--- src/sv/srlp_pkg.sv ---
`default_nettype none

package srlp_pkg;

    // item kind codes
    localparam logic KIND_DATA   = 1'b0;
    localparam logic KIND_STATUS = 1'b1;

    // record status codes
    localparam logic [1:0] STATUS_OK      = 2'd0;
    localparam logic [1:0] STATUS_INVALID = 2'd1;
    localparam logic [1:0] STATUS_EOF     = 2'd2;

    // character codes
    localparam logic [7:0] CHAR_S     = 8'h53;
    localparam logic [7:0] CHAR_0     = 8'h30;
    localparam logic [7:0] CHAR_9     = 8'h39;
    localparam logic [7:0] CHAR_A     = 8'h41;
    localparam logic [7:0] CHAR_F     = 8'h46;
    localparam logic [7:0] CHAR_1     = 8'h31;
    localparam logic [7:0] CHAR_2     = 8'h32;
    localparam logic [7:0] CHAR_3     = 8'h33;
    localparam logic [7:0] CHAR_7     = 8'h37;
    localparam logic [7:0] CHAR_8     = 8'h38;
    localparam logic [3:0] HEX_A_BASE = 4'd10;

    localparam int OUT_TDATA_W = 72;

    typedef struct packed {
        logic       sol;
        logic [7:0] chr;
    } in_item_t;

    typedef struct packed {
        logic        kind;
        logic [7:0]  data;
        logic [31:0] addr;
        logic [7:0]  index;
        logic [1:0]  status;
        logic [7:0]  rtype;
        logic [7:0]  count;
    } result_t;

endpackage

`default_nettype wire

--- src/sv/srlp_input_stage.sv ---
`default_nettype none

module srlp_input_stage (
    input  wire logic               clk,
    input  wire logic               rst_n,
    input  wire logic               s_tvalid,
    output logic                    s_tready,
    input  wire srlp_pkg::in_item_t s_item,
    input  wire logic               advance,
    output logic                    item_valid,
    output srlp_pkg::in_item_t      item
);

    logic               valid_reg;
    logic               valid_next;
    srlp_pkg::in_item_t item_reg;

    assign s_tready   = !valid_reg || advance;
    assign item_valid = valid_reg;
    assign item       = item_reg;

    always_comb
    begin
        if (s_tvalid && s_tready)
        begin
            valid_next = 1'b1;
        end
        else if (advance)
        begin
            valid_next = 1'b0;
        end
        else
        begin
            valid_next = valid_reg;
        end
    end

    always_ff @(posedge clk or negedge rst_n)
    begin
        if (!rst_n)
        begin
            valid_reg <= 1'b0;
        end
        else
        begin
            valid_reg <= valid_next;
        end
    end

    // payload, no reset
    always_ff @(posedge clk)
    begin
        if (s_tvalid && s_tready)
        begin
            item_reg <= s_item;
        end
    end

endmodule

`default_nettype wire

--- src/sv/srlp_parse_core.sv ---
`default_nettype none

module srlp_parse_core (
    input  wire logic               clk,
    input  wire logic               rst_n,
    input  wire logic               step,
    input  wire srlp_pkg::in_item_t item,
    output logic                    res_valid,
    output srlp_pkg::result_t       res
);

    logic [9:0]  pos_reg,    pos_next;
    logic        active_reg, active_next;
    logic [3:0]  hi_reg,     hi_next;
    logic [7:0]  type_reg,   type_next;
    logic [2:0]  abytes_reg, abytes_next;
    logic [7:0]  count_reg,  count_next;
    logic [31:0] addr_reg,   addr_next;
    logic [7:0]  done_reg,   done_next;
    logic [7:0]  sum_reg,    sum_next;

    logic [3:0]  lo_nib;
    logic [7:0]  byte_val;
    logic [9:0]  pos_less3;
    logic [8:0]  ordinal;
    logic [8:0]  min_count;

    function automatic logic [3:0] nibble_of(input logic [7:0] c);
        logic [3:0] n;
        n = 4'd0;
        if (c >= srlp_pkg::CHAR_0 && c <= srlp_pkg::CHAR_9)
        begin
            n = 4'(c - srlp_pkg::CHAR_0);
        end
        else if (c >= srlp_pkg::CHAR_A && c <= srlp_pkg::CHAR_F)
        begin
            n = 4'(c - srlp_pkg::CHAR_A) + srlp_pkg::HEX_A_BASE;
        end
        return n;
    endfunction

    assign lo_nib    = nibble_of(item.chr);
    assign byte_val  = {hi_reg, lo_nib};
    assign pos_less3 = pos_reg - 10'd3;
    assign ordinal   = pos_less3[9:1];
    assign min_count = {6'd0, abytes_reg} + 9'd1;

    always_comb
    begin
        pos_next    = pos_reg;
        active_next = active_reg;
        hi_next     = hi_reg;
        type_next   = type_reg;
        abytes_next = abytes_reg;
        count_next  = count_reg;
        addr_next   = addr_reg;
        done_next   = done_reg;
        sum_next    = sum_reg;

        res_valid  = 1'b0;
        res.kind   = srlp_pkg::KIND_STATUS;
        res.data   = 8'd0;
        res.addr   = addr_reg;
        res.index  = done_reg;
        res.status = srlp_pkg::STATUS_OK;
        res.rtype  = type_reg;
        res.count  = count_reg;

        if (item.sol)
        begin
            // a new line drops whatever record was open
            pos_next    = 10'd1;
            active_next = 1'b1;
            hi_next     = 4'd0;
            type_next   = 8'd0;
            abytes_next = 3'd0;
            count_next  = 8'd0;
            addr_next   = 32'd0;
            done_next   = 8'd0;
            sum_next    = 8'd0;
            res.addr    = 32'd0;
            res.index   = 8'd0;
            res.rtype   = 8'd0;
            res.count   = 8'd0;
            if (item.chr != srlp_pkg::CHAR_S)
            begin
                active_next = 1'b0;
                res_valid   = 1'b1;
                res.status  = srlp_pkg::STATUS_INVALID;
            end
        end
        else if (active_reg)
        begin
            pos_next = pos_reg + 10'd1;
            if (pos_reg == 10'd1)
            begin
                type_next = item.chr;
                if (item.chr == srlp_pkg::CHAR_1)
                begin
                    abytes_next = 3'd2;
                end
                else if (item.chr == srlp_pkg::CHAR_2)
                begin
                    abytes_next = 3'd3;
                end
                else if (item.chr == srlp_pkg::CHAR_3)
                begin
                    abytes_next = 3'd4;
                end
                else
                begin
                    abytes_next = 3'd0;
                end
            end
            else if (!pos_reg[0])
            begin
                hi_next = lo_nib;
            end
            else if (pos_reg == 10'd3)
            begin
                count_next = byte_val;
                sum_next   = byte_val;
                res.count  = byte_val;
                if (type_reg == srlp_pkg::CHAR_7 || type_reg == srlp_pkg::CHAR_8 ||
                    type_reg == srlp_pkg::CHAR_9)
                begin
                    active_next = 1'b0;
                    res_valid   = 1'b1;
                    res.status  = srlp_pkg::STATUS_EOF;
                end
                else if (abytes_reg == 3'd0 || {1'b0, byte_val} < min_count)
                begin
                    active_next = 1'b0;
                    res_valid   = 1'b1;
                    res.status  = srlp_pkg::STATUS_INVALID;
                end
            end
            else if (ordinal <= {6'd0, abytes_reg})
            begin
                addr_next = {addr_reg[23:0], byte_val};
                sum_next  = sum_reg + byte_val;
            end
            else if (ordinal < {1'b0, count_reg})
            begin
                res_valid = 1'b1;
                res.kind  = srlp_pkg::KIND_DATA;
                res.data  = byte_val;
                done_next = done_reg + 8'd1;
                sum_next  = sum_reg + byte_val;
            end
            else
            begin
                // checksum character closes the record
                active_next = 1'b0;
                res_valid   = 1'b1;
                res.status  = (~sum_reg == byte_val) ? srlp_pkg::STATUS_OK
                                                     : srlp_pkg::STATUS_INVALID;
            end
        end
    end

    always_ff @(posedge clk or negedge rst_n)
    begin
        if (!rst_n)
        begin
            pos_reg    <= 10'd0;
            active_reg <= 1'b0;
            hi_reg     <= 4'd0;
            type_reg   <= 8'd0;
            abytes_reg <= 3'd0;
            count_reg  <= 8'd0;
            addr_reg   <= 32'd0;
            done_reg   <= 8'd0;
            sum_reg    <= 8'd0;
        end
        else if (step)
        begin
            pos_reg    <= pos_next;
            active_reg <= active_next;
            hi_reg     <= hi_next;
            type_reg   <= type_next;
            abytes_reg <= abytes_next;
            count_reg  <= count_next;
            addr_reg   <= addr_next;
            done_reg   <= done_next;
            sum_reg    <= sum_next;
        end
    end

endmodule

`default_nettype wire

--- src/sv/srlp_output_stage.sv ---
`default_nettype none

module srlp_output_stage (
    input  wire logic              clk,
    input  wire logic              rst_n,
    input  wire logic              load,
    input  wire srlp_pkg::result_t res,
    output logic                   advance,
    output logic                   m_tvalid,
    input  wire logic              m_tready,
    output srlp_pkg::result_t      m_res
);

    logic              valid_reg;
    logic              valid_next;
    srlp_pkg::result_t res_reg;

    assign advance  = !valid_reg || m_tready;
    assign m_tvalid = valid_reg;
    assign m_res    = res_reg;

    always_comb
    begin
        if (load)
        begin
            valid_next = 1'b1;
        end
        else if (m_tready)
        begin
            valid_next = 1'b0;
        end
        else
        begin
            valid_next = valid_reg;
        end
    end

    always_ff @(posedge clk or negedge rst_n)
    begin
        if (!rst_n)
        begin
            valid_reg <= 1'b0;
        end
        else
        begin
            valid_reg <= valid_next;
        end
    end

    always_ff @(posedge clk)
    begin
        if (load)
        begin
            res_reg <= res;
        end
    end

endmodule

`default_nettype wire

--- src/sv/srlp_line_parser_top.sv ---
`default_nettype none

// a character is held in the input register, its result is then registered in the result
// register, from which it transfers out on the master side
// throughput: one character per cycle, sustained while the master side keeps tready high
// the rate is set by the single pass of nibble decode and state update between the
// input register and the result register
// reset: rst_n is asynchronous, active low; it clears both valid flags and all parser state

module srec_line_parser_top (
    input  wire logic        clk,
    input  wire logic        rst_n,
    // character side
    input  wire logic        s_tvalid,
    output logic             s_tready,
    input  wire logic [7:0]  s_tdata,   // [7:0] char_code
    input  wire logic        s_tuser,   // [0] start_of_line
    // result side
    output logic             m_tvalid,
    input  wire logic        m_tready,
    output logic [71:0]      m_tdata,   // [7:0] data_byte, [39:8] record_address,
                                        // [47:40] byte_index, [49:48] status,
                                        // [57:50] record_type, [65:58] byte_count,
                                        // [71:66] zero
    output logic             m_tuser    // [0] item_kind
);

    srlp_pkg::in_item_t s_item;
    srlp_pkg::in_item_t item;
    srlp_pkg::result_t  res;
    srlp_pkg::result_t  m_res;
    logic               item_valid;
    logic               advance;
    logic               step;
    logic               res_valid;

    assign s_item.sol = s_tuser;
    assign s_item.chr = s_tdata;

    // the held character is consumed whenever the result register can take a transfer
    assign step = item_valid && advance;

    srlp_input_stage u_input (
        .clk        (clk),
        .rst_n      (rst_n),
        .s_tvalid   (s_tvalid),
        .s_tready   (s_tready),
        .s_item     (s_item),
        .advance    (advance),
        .item_valid (item_valid),
        .item       (item)
    );

    // decode and record state, at most one result per character
    srlp_parse_core u_core (
        .clk       (clk),
        .rst_n     (rst_n),
        .step      (step),
        .item      (item),
        .res_valid (res_valid),
        .res       (res)
    );

    srlp_output_stage u_output (
        .clk      (clk),
        .rst_n    (rst_n),
        .load     (step && res_valid),
        .res      (res),
        .advance  (advance),
        .m_tvalid (m_tvalid),
        .m_tready (m_tready),
        .m_res    (m_res)
    );

    // pack the result fields, lowest field first
    assign m_tdata = {6'd0, m_res.count, m_res.rtype, m_res.status,
                      m_res.index, m_res.addr, m_res.data};
    assign m_tuser = m_res.kind;

endmodule

`default_nettype wire
--- config.mk ---
export PLATFORM = sky130hd
export DESIGN_NAME = srec_line_parser_top
export DESIGN_NICKNAME = d
export VERILOG_FILES = /design/src/sv/srlp_pkg.sv /design/src/sv/srlp_input_stage.sv /design/src/sv/srlp_parse_core.sv /design/src/sv/srlp_output_stage.sv /design/src/sv/srlp_line_parser_top.sv
export SDC_FILE = /design/constraint.sdc
export NUM_CORES = 1
export LEC_CHECK = 0
export BUFFER_PORTS_ARGS = -buffer_cell sky130_fd_sc_hd__buf_2
export CAP_MARGIN = 20
export CORE_ASPECT_RATIO = 1.2
export CORE_MARGIN = 10
export CORE_UTILIZATION = 45
export DETAILED_ROUTE_END_ITERATION = 10
export GPL_ROUTABILITY_DRIVEN = 0
export PLACE_DENSITY = 0.66
export SYNTH_ARGS = -nofsm -noshare
export SYNTH_HDL_FRONTEND = slang
export SYNTH_SLANG_ARGS = --single-unit
--- constraint.sdc ---
create_clock -name clk -period 6.6 [get_ports clk]
set_clock_uncertainty 0.15 [all_clocks]
set_input_delay 0.66 -clock clk [delete_from_list [all_inputs] [get_ports clk]]
set_output_delay 0.66 -clock clk [all_outputs]
set_load 0.01 [all_outputs]
==> results of run 1 <==
## where the power goes
| group | switching, mW | total [mW] | internal [mW] |
|---|---|---|---|
| sequential | 0.0277 | 1.12 | 1.09 |
| clock | 0.410 | 0.898 | 0.488 |
| combinational | 0.132 | 0.208 | 0.0758 |
| total | 0.570 | 2.23 | 1.66 |
## cell type report
type                       instances  share of cell area (%)
sequential                       160                   49.47
multi-input combinational        434                   34.42
timing repair buffer              89                   5.563
clock buffer                      19                   4.885
tap                              216                   3.050
inverter                          33                   1.398
clock inverter                    13                   1.214
## Yosys cell counts (all sizes together) (3+ instances only)
cell	number
a21oi	27
nand2	41
nand3	12
o22ai	8
dfrtp	84
ha	30
and2	5
nor3	11
inv	32
a31oi	5
mux2	41
o21bai	3
nor3b	4
and3	3
or2	4
nand2b	5
nor2	53
nand4	11
a21o	3
xnor2	6
a22oi	4
a211oi	7
a22o	15
buf	16
xor2	18
edfxtp	76
nor2b	49
or3	4
clkbuf	23
nor4	8
o21ai	22
## per-stage QoR
stage | cell area, sq um | cells | worst slack, ns | utilization [%]
detailed placement | 8284 | 929 | 1.685 | 49.16
finish | 8862 | 964 | 1.653 | 52.59
CTS | 8835 | 962 | 1.672 | 52.43
global route | 8862 | 964 | 1.264 | 52.59
global placement | 8279 | 928 | 1.899 | 49.13
floorplan | 7745 | 666 | 0.2671 | -
## cells in the final DEF (no fill, tap or decap), types with 5 or more instances in the layout
cell and count:
nor3_1 10, nand3_1 12, a31oi_1 5, a211oi_1 6
nor2b_1 49, buf_2 81, dfrtp_1 84, edfxtp_1 76
nor2_1 51, xnor2_1 6, clkbuf_16 17, o21ai_0 22
inv_1 32, buf_4 5, nand2b_1 5, a22o_1 15
and2_1 5, nor4_1 7, mux2_2 41, xor2_1 18
conb_1 6, o22ai_1 8, a21oi_1 27, nand2_1 41
ha_1 30, nand4_1 10
## final timing paths
path | endpoint | slack (ns) | depth (start not counted)
setup / recovery | u_output.m_res[58]$_SDFFCE_PP0P_ | 1.65 | 14
hold / removal | u_input.item[4]$_DFFE_PP_ | 0.26 | 1
setup reg to reg | u_output.m_res[58]$_SDFFCE_PP0P_ | 1.65 | 14
hold reg to reg | u_core.addr_reg[8]$_DFFE_PN0P_ | 0.35 | 1
max in group asynchronous | u_core.sum_reg[2]$_DFFE_PN0P_ | 4.91 | 4
min in group asynchronous | u_core.type_reg[4]$_DFFE_PN0P_ | 0.43 | 2
## routing by layer
layer  vias to the layer above  routed length, microns  global-route usage [%]
met5                         -                       0                       0
met4                         0                     366                   6.250
met3                        29                     877                   4.066
met2                       146                    8331                   24.29
met1                      2580                    7094                   17.97
li1                       2488                       -                       -
## kinds of logic after synthesis
kind of cell / after synthesis
adders and majority gates: 31
muxes: 43
AOI/OAI and AO/OA: 109
other: 1
and+or+nand+nor: 221
xor gates and xnor gates: 24
DFF: 160
buffers and inverters: 72
## worst register-to-register path, cell delays in order (launching register included)
cell and delay, ns:
edfxtp_1 0.49, or4b_2 0.68, nor4_2 0.35, a21oi_1 0.14, inv_1 0.19, ha_1 0.27
a2111oi_0 0.56, nand4_1 0.15, nand2_1 0.10, a21oi_1 0.04, o21ai_0 0.13, nand2b_1 0.17
a22oi_1 0.13, nor2_4 0.67, buf_12 0.35
## timing repair
item,4_1_cts,5_1_grt
setup buffers,0,0
hold endpoints to repair,4,0
hold buffers,1,0
==> summary.txt, run 1 <==
Run status
  • Status: finished, final reports clean

Critical path
  • Critical path buffer and inverter count: 2
  • Worst setup EP type: register
  • Critical path peak fanout: 41
  • Worst EP arrival: 4.90 ns
  • Worst endpoint required time: 6.56 ns
  • CP Class: register to register
  • Crit-path cells: or4b_2, nor4_2, a21oi_1, inv_1, ha_1, a2111oi_0, nand4_1, nand2_1, a21oi_1, o21ai_0, nand2b_1, a22oi_1, nor2_4, buf_12
  • Most frequent CP cell: a21oi_1
  • CP max stage delay: 0.68 ns
  • CP max stage cell: or4b_2
  • Startpoint types: register
  • Top Family by Delay on Critical Path: simple AND/OR/NAND/NOR gates
  • Crit path from: u_input.item[3]$_DFFE_PP_
  • RR Startpoint: u_input.item[3]$_DFFE_PP_

Floorplan
  • Num rows: 52
  • IO Count: roughly 90
  • Chip height: 163.5 microns
  • Initial core utilization: 45.85%
  • Chip width: roughly 140 microns
  • Core Region: around 17,000 sq um
  • Die area: 22,830 sq um

Cells and area
  • Share of layout cells above drive strength 1: 23.40%
  • Final #Nets: between 700 and 800
  • Area of the multi-input gates: around 3100 sq um
  • Layout area overhead: 14.70%
  • # fillers: 1,458
  • FF/Latch Area: 4384 sq um
  • Largest register FFs: 67
  • ANT cells: 0

Synth
  • Mapped Avg Cell Area: 11.69 sq um
  • Combinational family with the most area after synthesis: simple AND/OR/NAND/NOR gates
  • Largest cells by area after synthesis: edfxtp_1 (30%), dfrtp_1 (27%), mux2_2 (6.0%), ha_1 (4.9%), nor2b_1 (4.0%)
  • Simple-gate area share of the yosys netlist: between 15 and 20%
  • Sequential area share after synthesis: between 50% and 60%
  • Post-Synthesis Cells: 661
  • FF+latch count, synth: 160
  • Yosys warnings: 0
  • Area of the mapped netlist: 7726 sq um
  • Netlist cell types: 65
  • Adder-cell area share of the yosys netlist: 5.117%
  • XOR/XNOR Fraction of Synth Area: ~2.7%
  • Area fraction of the dominant cell type after synthesis: between 20% and 30%
  • Cell taking the most area after synthesis: edfxtp_1
  • Mux cell area share after synthesis: 6.235%
  • Async set-reset flop share out of synthesis: approximately 53%
  • Post-synth EDFFs: 76
  • Post-synthesis compound-gate area fraction: roughly a tenth
  • Most used DFF post-synth: dfrtp_1

Clocking
  • Cts repair resizes: 0
  • Cts bufs inserted: 17
  • H-tree levels: 4
  • Clock latency on the worst-skew pair: around 0.42 ns
  • CTS tree: done
  • CTS sink count: 160
  • CTS root buf: clkbuf_16
  • CTS clk-pin slew, worst paths: 0.06 ns
  • Clk buf depth: 2

Min path
  • Hold crit path type: input port to register
  • Worst Hold Launch: s_tdata[4]

GRT
  • Largest net degree at the start of global routing: 92
  • Vias in the first global route: about 5,300
  • Overall Global Routing Usage: 14.79%
  • Initial antenna violation count: 0
  • GR Overflow Total: 0
  • First-pass GRT wire length: roughly 27 mm

Power
  • Power Dens Cells: roughly 250 nW/um^2
  • VDD IR max: 0.1533 mV
  • Leakage power: about 3.8 nW
  • Pwr Total: 2.226 mW

Timing
  • Fmax: 202.2 MHz
  • Worst hold slack: 0.2592 ns
  • Worst slew pin tran: 0.9438 ns
  • Setup TNS: 0 ns
  • Final period utilization: 74.95%
  • Final-report hold violation count: 0
  • Worst slew margin: between 30% and 40%
  • Fin crit period: approximately 4.9 ns
  • Max-slew violations: 0
  • RSZ-0062 raised after global routing: no
  • Final setup viols: 0

Drt
  • Routed Antenna Nets: 0
  • Routed wire length: 16.67 mm
  • Initial drt markers: about 380
  • Routed wire per std cell: between 15 and 20 microns
  • Vias/cell: ~5.4
  • DRC errors left: 0
  • Vias: 5,243
  • DR pass1 iterations: 4

Job
  • Maximum Capacitance Violations: 0

Place
  • # port buffers: 81
  • HPWL after DPL: 11.70 mm
Power figures use the tool's default switching activity.
==> inputs of run 2 (changes only) <==
PLACE_DENSITY = unset   (was 0.66)
clock period = 5.1 ns   (was 6.6 ns; I/O delays follow)
==> run 2 against run 1 <==
  * Via count decreased by 2.0%
  * Hold slack got worse by 0.15 ns
  * Design area increased by 0.31%
  * Flip-flop and latch count did not move
  * Sequential share of layout area fell by 0.15 points
==> summary.txt, run 2 (synthesized netlist as in run 1, its figures left out) <==
Clocking
  • Post-CTS setup buffers: 0 (unchanged)
  • H-tree levels: 4 (unchanged)
  • CTS sink count: 160 (unchanged)
  • Clk buf depth: 2 (unchanged)
  • Cts bufs inserted: 17 (unchanged)
  • CTS clk-pin slew, worst paths: 0.06 ns (about the same)
  • CTS tree: done (unchanged)
  • CTS root buf: clkbuf_16 (unchanged)
  • Clock latency on the worst-skew pair: 0.42 ns (about the same)

Critical path
  • CP max stage cell: or4b_2 (unchanged)
  • Most frequent CP cell: a21oi_1 (unchanged)
  • Top Family by Delay on Critical Path: simple AND/OR/NAND/NOR gates (unchanged)
  • Startpoint types: register (unchanged)
  • Worst EP arrival: 4.42 ns (was 4.90 ns)
  • CP Class: register to register (unchanged)
  • CP max stage delay: 0.68 ns (about the same)
  • Critical path buffer and inverter count: 2 (unchanged)
  • Crit-path cells: or4b_2, nor4_2, a21oi_1, inv_1, ha_1, a2111oi_0, nand4_1, nand2_1, a21oi_1, o21ai_0, nand2b_1, a22oi_1, nor2_4, buf_4 (was or4b_2, nor4_2, a21oi_1, inv_1, ha_1, a2111oi_0, nand4_1, nand2_1, a21oi_1, o21ai_0, nand2b_1, a22oi_1, nor2_4, buf_12)
  • Worst setup EP type: register (unchanged)
  • Critical path peak fanout: 45 (was 41)
  • Worst endpoint required time: 5.00 ns (was 6.56 ns)

GRT
  • Largest net degree at the start of global routing: 76 (was 92)
  • Vias in the first global route: 5,289 (was 5,340)
  • Initial antenna violation count: 0 (unchanged)
  • Overall Global Routing Usage: 14.94% (was 14.79%)
  • First-pass GRT wire length: 27.74 mm (was 27.48 mm)
  • GR Overflow Total: 0 (unchanged)

Drt
  • DR pass1 iterations: 4 (unchanged)
  • Vias: 5,136 (was 5,243)
  • DRC errors left: 0 (unchanged)
  • Routed wire per std cell: 17.40 microns (was 17.29 microns)
  • Routed wire length: 16.79 mm (was 16.67 mm)
  • Highest layer used for signal routing: met4 (unchanged)
  • Met1 WL: 7.455 mm (was 7.094 mm)
  • WL met2: 8.219 mm (was 8.331 mm)
  • Routed Antenna Nets: 0 (unchanged)
  • Vias/cell: 5.322 (was 5.439)
  • Initial drt markers: 301 (was 379)
  • Metal3 WL: 691 microns (was 877 microns)

Timing
  • Worst slew pin tran: 0.8622 ns (was 0.9438 ns)
  • RSZ-0062 raised after global routing: no (unchanged)
  • Final-report hold violation count: 0 (unchanged)
  • Final setup viols: 0 (unchanged)
  • Fmax: 221.4 MHz (was 202.2 MHz)
  • Worst slew margin: 41.91% (was 36.93%)
  • Max-slew violations: 0 (unchanged)
  • Setup TNS: 0 ns (unchanged)
  • Fin crit period: 4.517 ns (was 4.947 ns)
  • Worst hold slack: 0.1114 ns (was 0.2592 ns)
  • Final period utilization: 88.57% (was 74.95%)

Cells and area
  • Share of layout cells above drive strength 1: 23.50% (was 23.40%)
  • Layout area overhead: 15.06% (was 14.70%)
  • ANT cells: 0 (unchanged)
  • Design area: 8890 sq um (was 8862 sq um)
  • Largest register FFs: 67 (unchanged)
  • # fillers: 1,519 (was 1,458)
  • Most common cell after layout, fill and taps aside: dfrtp_1 (unchanged)
  • Final #Nets: 780 (was 779)
  • Commonest cells after routing, fill and taps aside: dfrtp_1 (84), buf_2 (80), edfxtp_1 (76) (was dfrtp_1 (84), buf_2 (81), edfxtp_1 (76))

Floorplan
  • Initial core utilization: 45.85% (unchanged)
  • Die area: 22,830 sq um (unchanged)
  • Num rows: 52 (unchanged)
  • Core Region: 16,850 sq um (unchanged)
  • Chip height: 163.5 microns (unchanged)
  • IO Count: 88 (unchanged)
  • Chip width: 139.6 microns (unchanged)

Place
  • Placed Area: 8297 sq um (was 8284 sq um)
  • HPWL after DPL: 11.81 mm (was 11.70 mm)
  • # port buffers: 81 (unchanged)

Power
  • VDD IR max: 0.2181 mV (was 0.1533 mV)
  • Leakage power: 3.815 nW (was 3.795 nW)
  • Power Dens Cells: 334.0 nW/um^2 (was 251.2 nW/um^2)

Job
  • Maximum Capacitance Violations: 0 (unchanged)

Min path
  • Hold crit path type: input port to register (unchanged)

Run status
  • Status: finished, final reports clean (unchanged)
-- run 2: area by class of cell --
type	count	area, sq um	area share [%]
repair buffers	90	478.0	5.376
multi-input cells	434	3050	34.31
clock buffers	17	425.4	4.785
flip-flops and latches	160	4384	49.32
inverters	33	123.9	1.393
clock inverters	15	157.7	1.773
well taps	216	270.3	3.040
-- run 2: repair_timing --
item	CTS	global route
hold buffers	1	0
gates resized for setup	0	0
hold endpoints to repair	21	0
-- run 2: final timing paths --
kind	from	endpoint	slack, ns	cells past startpoint
hold / removal	s_tdata[0]	u_input.item[0]$_DFFE_PP_	0.11	1
max in group asynchronous	rst_n	u_core.pos_reg[3]$_DFFE_PN0P_	3.33	3
setup reg to reg	u_input.item[3]$_DFFE_PP_	u_output.m_res[26]$_SDFFCE_PP0P_	0.58	14
setup / recovery	u_input.item[3]$_DFFE_PP_	u_output.m_res[26]$_SDFFCE_PP0P_	0.58	14
hold reg to reg	u_core.addr_reg[17]$_DFFE_PN0P_	u_core.addr_reg[17]$_DFFE_PN0P_	0.35	1
min in group asynchronous	rst_n	u_core.addr_reg[5]$_DFFE_PN0P_	0.36	2
-- run 2: routing by layer --
layer  global-route usage (%)  up-vias
met5                        0        -
met4                    6.579        0
met3                    3.282       26
met2                    24.66      100
met1                    18.49     2510
li1                         -     2500
-- run 2: where the power goes --
group / total, mW / leakage (nW) / internal (mW) / switching [mW]
clock: 1.26 / 0.274 / 0.727 / 0.528
sequential: 1.45 / 1.89 / 1.41 / 0.0384
combinational: 0.262 / 1.65 / 0.0960 / 0.166
total: 2.97 / 3.81 / 2.24 / 0.733
-- run 2: through the flow --
| stage | utilization, % | std cells | setup slack [ns] | power [mW] |
|---|---|---|---|---|
| after global placement | 49.24 | 932 | 0.7026 | 1.734 |
| after detailed placement | 49.24 | 932 | 0.5837 | 1.743 |
| final | 52.75 | 965 | 0.5829 | 2.969 |
| after CTS | 52.75 | 965 | 0.5634 | 3.009 |
| after floorplan | - | 666 | 0.6205 | 1.644 |
| after global routing | 52.75 | 965 | 0.2397 | 3.099 |
==> inputs of run 3 (changes only) <==
REMOVE_ABC_BUFFERS = 1   (was unset)
==> run 3 against run 2 <==
  * First-iteration DRC count increased by 4.0%
  * Critical endpoint is now u_output.m_res[10]$_SDFFCE_PP0P_
  * Via count increased by 1.3%
  * Routed wire length decreased by 0.41%
  * Die area unchanged
  * Clock power increased by 6%
  * Setup slack got worse by 0.16 ns
  * Non-clock buffer count increased by 2
  * Core utilization increased by 0.53 points
==> summary.txt, run 3 (synthesized netlist as in run 1, its figures left out) <==
Timing
  • Worst slew pin tran: 1.066 ns (was 0.8622 ns)
  • Worst hold slack: 0.1070 ns (was 0.1114 ns)
  • Fmax: 213.9 MHz (was 221.4 MHz)
  • RSZ-0062 raised after global routing: no (unchanged)
  • Worst setup margin: 0.4258 ns (was 0.5829 ns)
  • Fin crit period: 4.674 ns (was 4.517 ns)
  • Max-slew violations: 0 (unchanged)
  • Worst slew margin: 28.70% (was 41.91%)
  • Final-report hold violation count: 0 (unchanged)
  • Final setup viols: 0 (unchanged)
  • Setup TNS: 0 ns (unchanged)
  • Final period utilization: 91.65% (was 88.57%)

Critical path
  • Worst flop-to-flop path endpoint: u_output.m_res[10]$_SDFFCE_PP0P_ (was u_output.m_res[26]$_SDFFCE_PP0P_)
  • Startpoint types: register (unchanged)
  • Worst endpoint required time: 5.04 ns (was 5.00 ns)
  • Crit path from: u_input.item[3]$_DFFE_PP_ (unchanged)
  • CP Class: register to register (unchanged)
  • CP Capture Point: u_output.m_res[10]$_SDFFCE_PP0P_ (was u_output.m_res[26]$_SDFFCE_PP0P_)
  • RR Startpoint: u_input.item[3]$_DFFE_PP_ (unchanged)
  • FF-to-FF path depth: 14 (unchanged)
  • Most frequent CP cell: a21oi_1 (unchanged)
  • Worst setup EP type: register (unchanged)
  • Worst EP arrival: 4.62 ns (was 4.42 ns)
  • CP max stage delay: 0.68 ns (about the same)
  • R2R Setup Slk: 0.43 ns (was 0.58 ns)
  • Crit-path cells: or4b_2, nor4_2, a21oi_1, inv_1, ha_1, a2111oi_0, nand4_1, nand2_1, a21oi_1, o21ai_0, nand2b_1, a22oi_1, nor2_4, buf_12 (was or4b_2, nor4_2, a21oi_1, inv_1, ha_1, a2111oi_0, nand4_1, nand2_1, a21oi_1, o21ai_0, nand2b_1, a22oi_1, nor2_4, buf_4)
  • CP max stage cell: or4b_2 (unchanged)
  • Critical path peak fanout: 57 (was 45)

Power
  • Power Dens Cells: 340.0 nW/um^2 (was 334.0 nW/um^2)
  • Leakage power: 3.864 nW (was 3.815 nW)
  • VDD IR max: 0.1889 mV (was 0.2181 mV)

GRT
  • GR Overflow Total: 0 (unchanged)
  • Overall Global Routing Usage: 15.00% (was 14.94%)
  • Vias in the first global route: 5,339 (was 5,289)
  • First-pass GRT wire length: 27.67 mm (was 27.74 mm)
  • Initial antenna violation count: 0 (unchanged)
  • Largest net degree at the start of global routing: 79 (was 76)

Clocking
  • Cts repair resizes: 0 (unchanged)
  • CTS tree: done (unchanged)
  • Cts bufs inserted: 17 (unchanged)
  • Clock latency on the worst-skew pair: 0.43 ns (was 0.42 ns)
  • Clk buf depth: 2 (unchanged)
  • CTS sink count: 160 (unchanged)
  • Cts hold-fix bufs: 1 (unchanged)
  • CTS clk-pin slew, worst paths: 0.06 ns (about the same)
  • CTS root buf: clkbuf_16 (unchanged)
  • Post-CTS setup buffers: 0 (unchanged)
  • H-tree levels: 4 (unchanged)

Cells and area
  • Most common cell after layout, fill and taps aside: dfrtp_1 (unchanged)
  • Final #Nets: 782 (was 780)
  • Largest register FFs: 67 (unchanged)
  • Post-route insts no fill: 967 (was 965)
  • # fillers: 1,489 (was 1,519)
  • Commonest cells after routing, fill and taps aside: dfrtp_1 (84), buf_2 (80), edfxtp_1 (76) (unchanged)
  • Area of the multi-input gates: 3050 sq um (unchanged)
  • ANT cells: 0 (unchanged)
  • FF/Latch Area: 4384 sq um (unchanged)
  • Share of layout cells above drive strength 1: 23.97% (was 23.50%)
  • Layout area overhead: 16.21% (was 15.06%)

Drt
  • Routed Antenna Nets: 0 (unchanged)
  • WL met2: 8.464 mm (was 8.219 mm)
  • Routed wire per std cell: 17.29 microns (was 17.40 microns)
  • Metal3 WL: 799 microns (was 691 microns)
  • Vias/cell: 5.380 (was 5.322)
  • Met1 WL: 7.088 mm (was 7.455 mm)
  • DR pass1 iterations: 5 (was 4)
  • Routed wire length: 16.72 mm (was 16.79 mm)
  • Highest layer used for signal routing: met4 (unchanged)
  • Vias: 5,202 (was 5,136)
  • DRC errors left: 0 (unchanged)
  • Initial drt markers: 313 (was 301)

Place
  • # port buffers: 81 (unchanged)
  • # placed instances: 933 (was 932)
  • HPWL after DPL: 11.95 mm (was 11.81 mm)
  • Pre-CTS WS: 0.4754 ns (was 0.5837 ns)

Floorplan
  • Chip width: 139.6 microns (unchanged)
  • IO Count: 88 (unchanged)
  • Core Region: 16,850 sq um (unchanged)
  • Num rows: 52 (unchanged)
  • Initial core utilization: 45.85% (unchanged)
  • Chip height: 163.5 microns (unchanged)
  • Die area: 22,830 sq um (unchanged)

Min path
  • Hold crit path type: input port to register (unchanged)

Job
  • Maximum Capacitance Violations: 0 (unchanged)

Run status
  • Status: finished, final reports clean (unchanged)
==> run 3: changes by cell type in the layout (fill, tap and decap cells not counted) <==
| cell | before | now |
|---|---|---|
| buf_16 | 0 | 1 |
| clkinv_1 | 3 | 1 |
| clkinv_2 | 1 | 0 |
| bufinv_16 | 2 | 3 |
| clkinv_4 | 0 | 4 |
| clkinvlp_4 | 4 | 1 |
| buf_12 | 0 | 1 |
| inv_8 | 1 | 2 |
==> run 3: per-stage QoR <==
step	total power, mW	area (sq um)	utilization, %
6_report	3.053	8979	53.28
5_1_grt	3.175	8979	53.28
4_1_cts	3.088	8951	53.12
3_5_place_dp	1.745	8317	49.35
3_3_place_gp	1.735	8317	49.35
2_1_floorplan	1.635	7543	-
==> run 3: power by group <==
group          switching, mW  internal (mW)
Combinational          0.170         0.0999
Sequential            0.0358           1.41
Clock                  0.547          0.787
==> run 3: worst min path at each step <==
stage / start / end / slack [ns] / depth (start not counted)
after floorplan: rst_n / u_core.abytes_reg[0]$_DFFE_PN0P_ / 0.06 / 0
after detailed placement: rst_n / u_core.pos_reg[8]$_DFFE_PN0P_ / 0.18 / 1
after global routing: s_tdata[7] / u_input.item[7]$_DFFE_PP_ / 0.09 / 1
after CTS: s_tdata[2] / u_input.item[2]$_DFFE_PP_ / 0.09 / 1
final: s_tdata[2] / u_input.item[2]$_DFFE_PP_ / 0.11 / 1
after global placement: rst_n / u_core.pos_reg[8]$_DFFE_PN0P_ / 0.17 / 1
==> run 3: final cells by class <==
| class | count | share of cell area (%) |
|---|---|---|
| Sequential cell | 160 | 48.83 |
| Multi-Input combinational cell | 434 | 33.97 |
| Inverter | 33 | 1.380 |
| Clock buffer | 17 | 4.738 |
| Tap cell | 216 | 3.010 |
| Timing Repair Buffer | 92 | 5.853 |
| Clock inverter | 15 | 2.216 |
==> run 3: critical path: cells and delay by family (launching register included) <==
family / cells / cell delay [ns]
flops: 1 / 0.49
buf+inv: 2 / 0.50
simple gates: 6 / 1.85
fa+ha+maj: 1 / 0.27
compound gates: 5 / 0.99
==> run 3: routing by layer <==
layer	up-vias	GRT usage, %
met5	-	0
met4	0	5.733
met3	26	3.892
met2	135	25.82
met1	2534	17.61
li1	2507	-
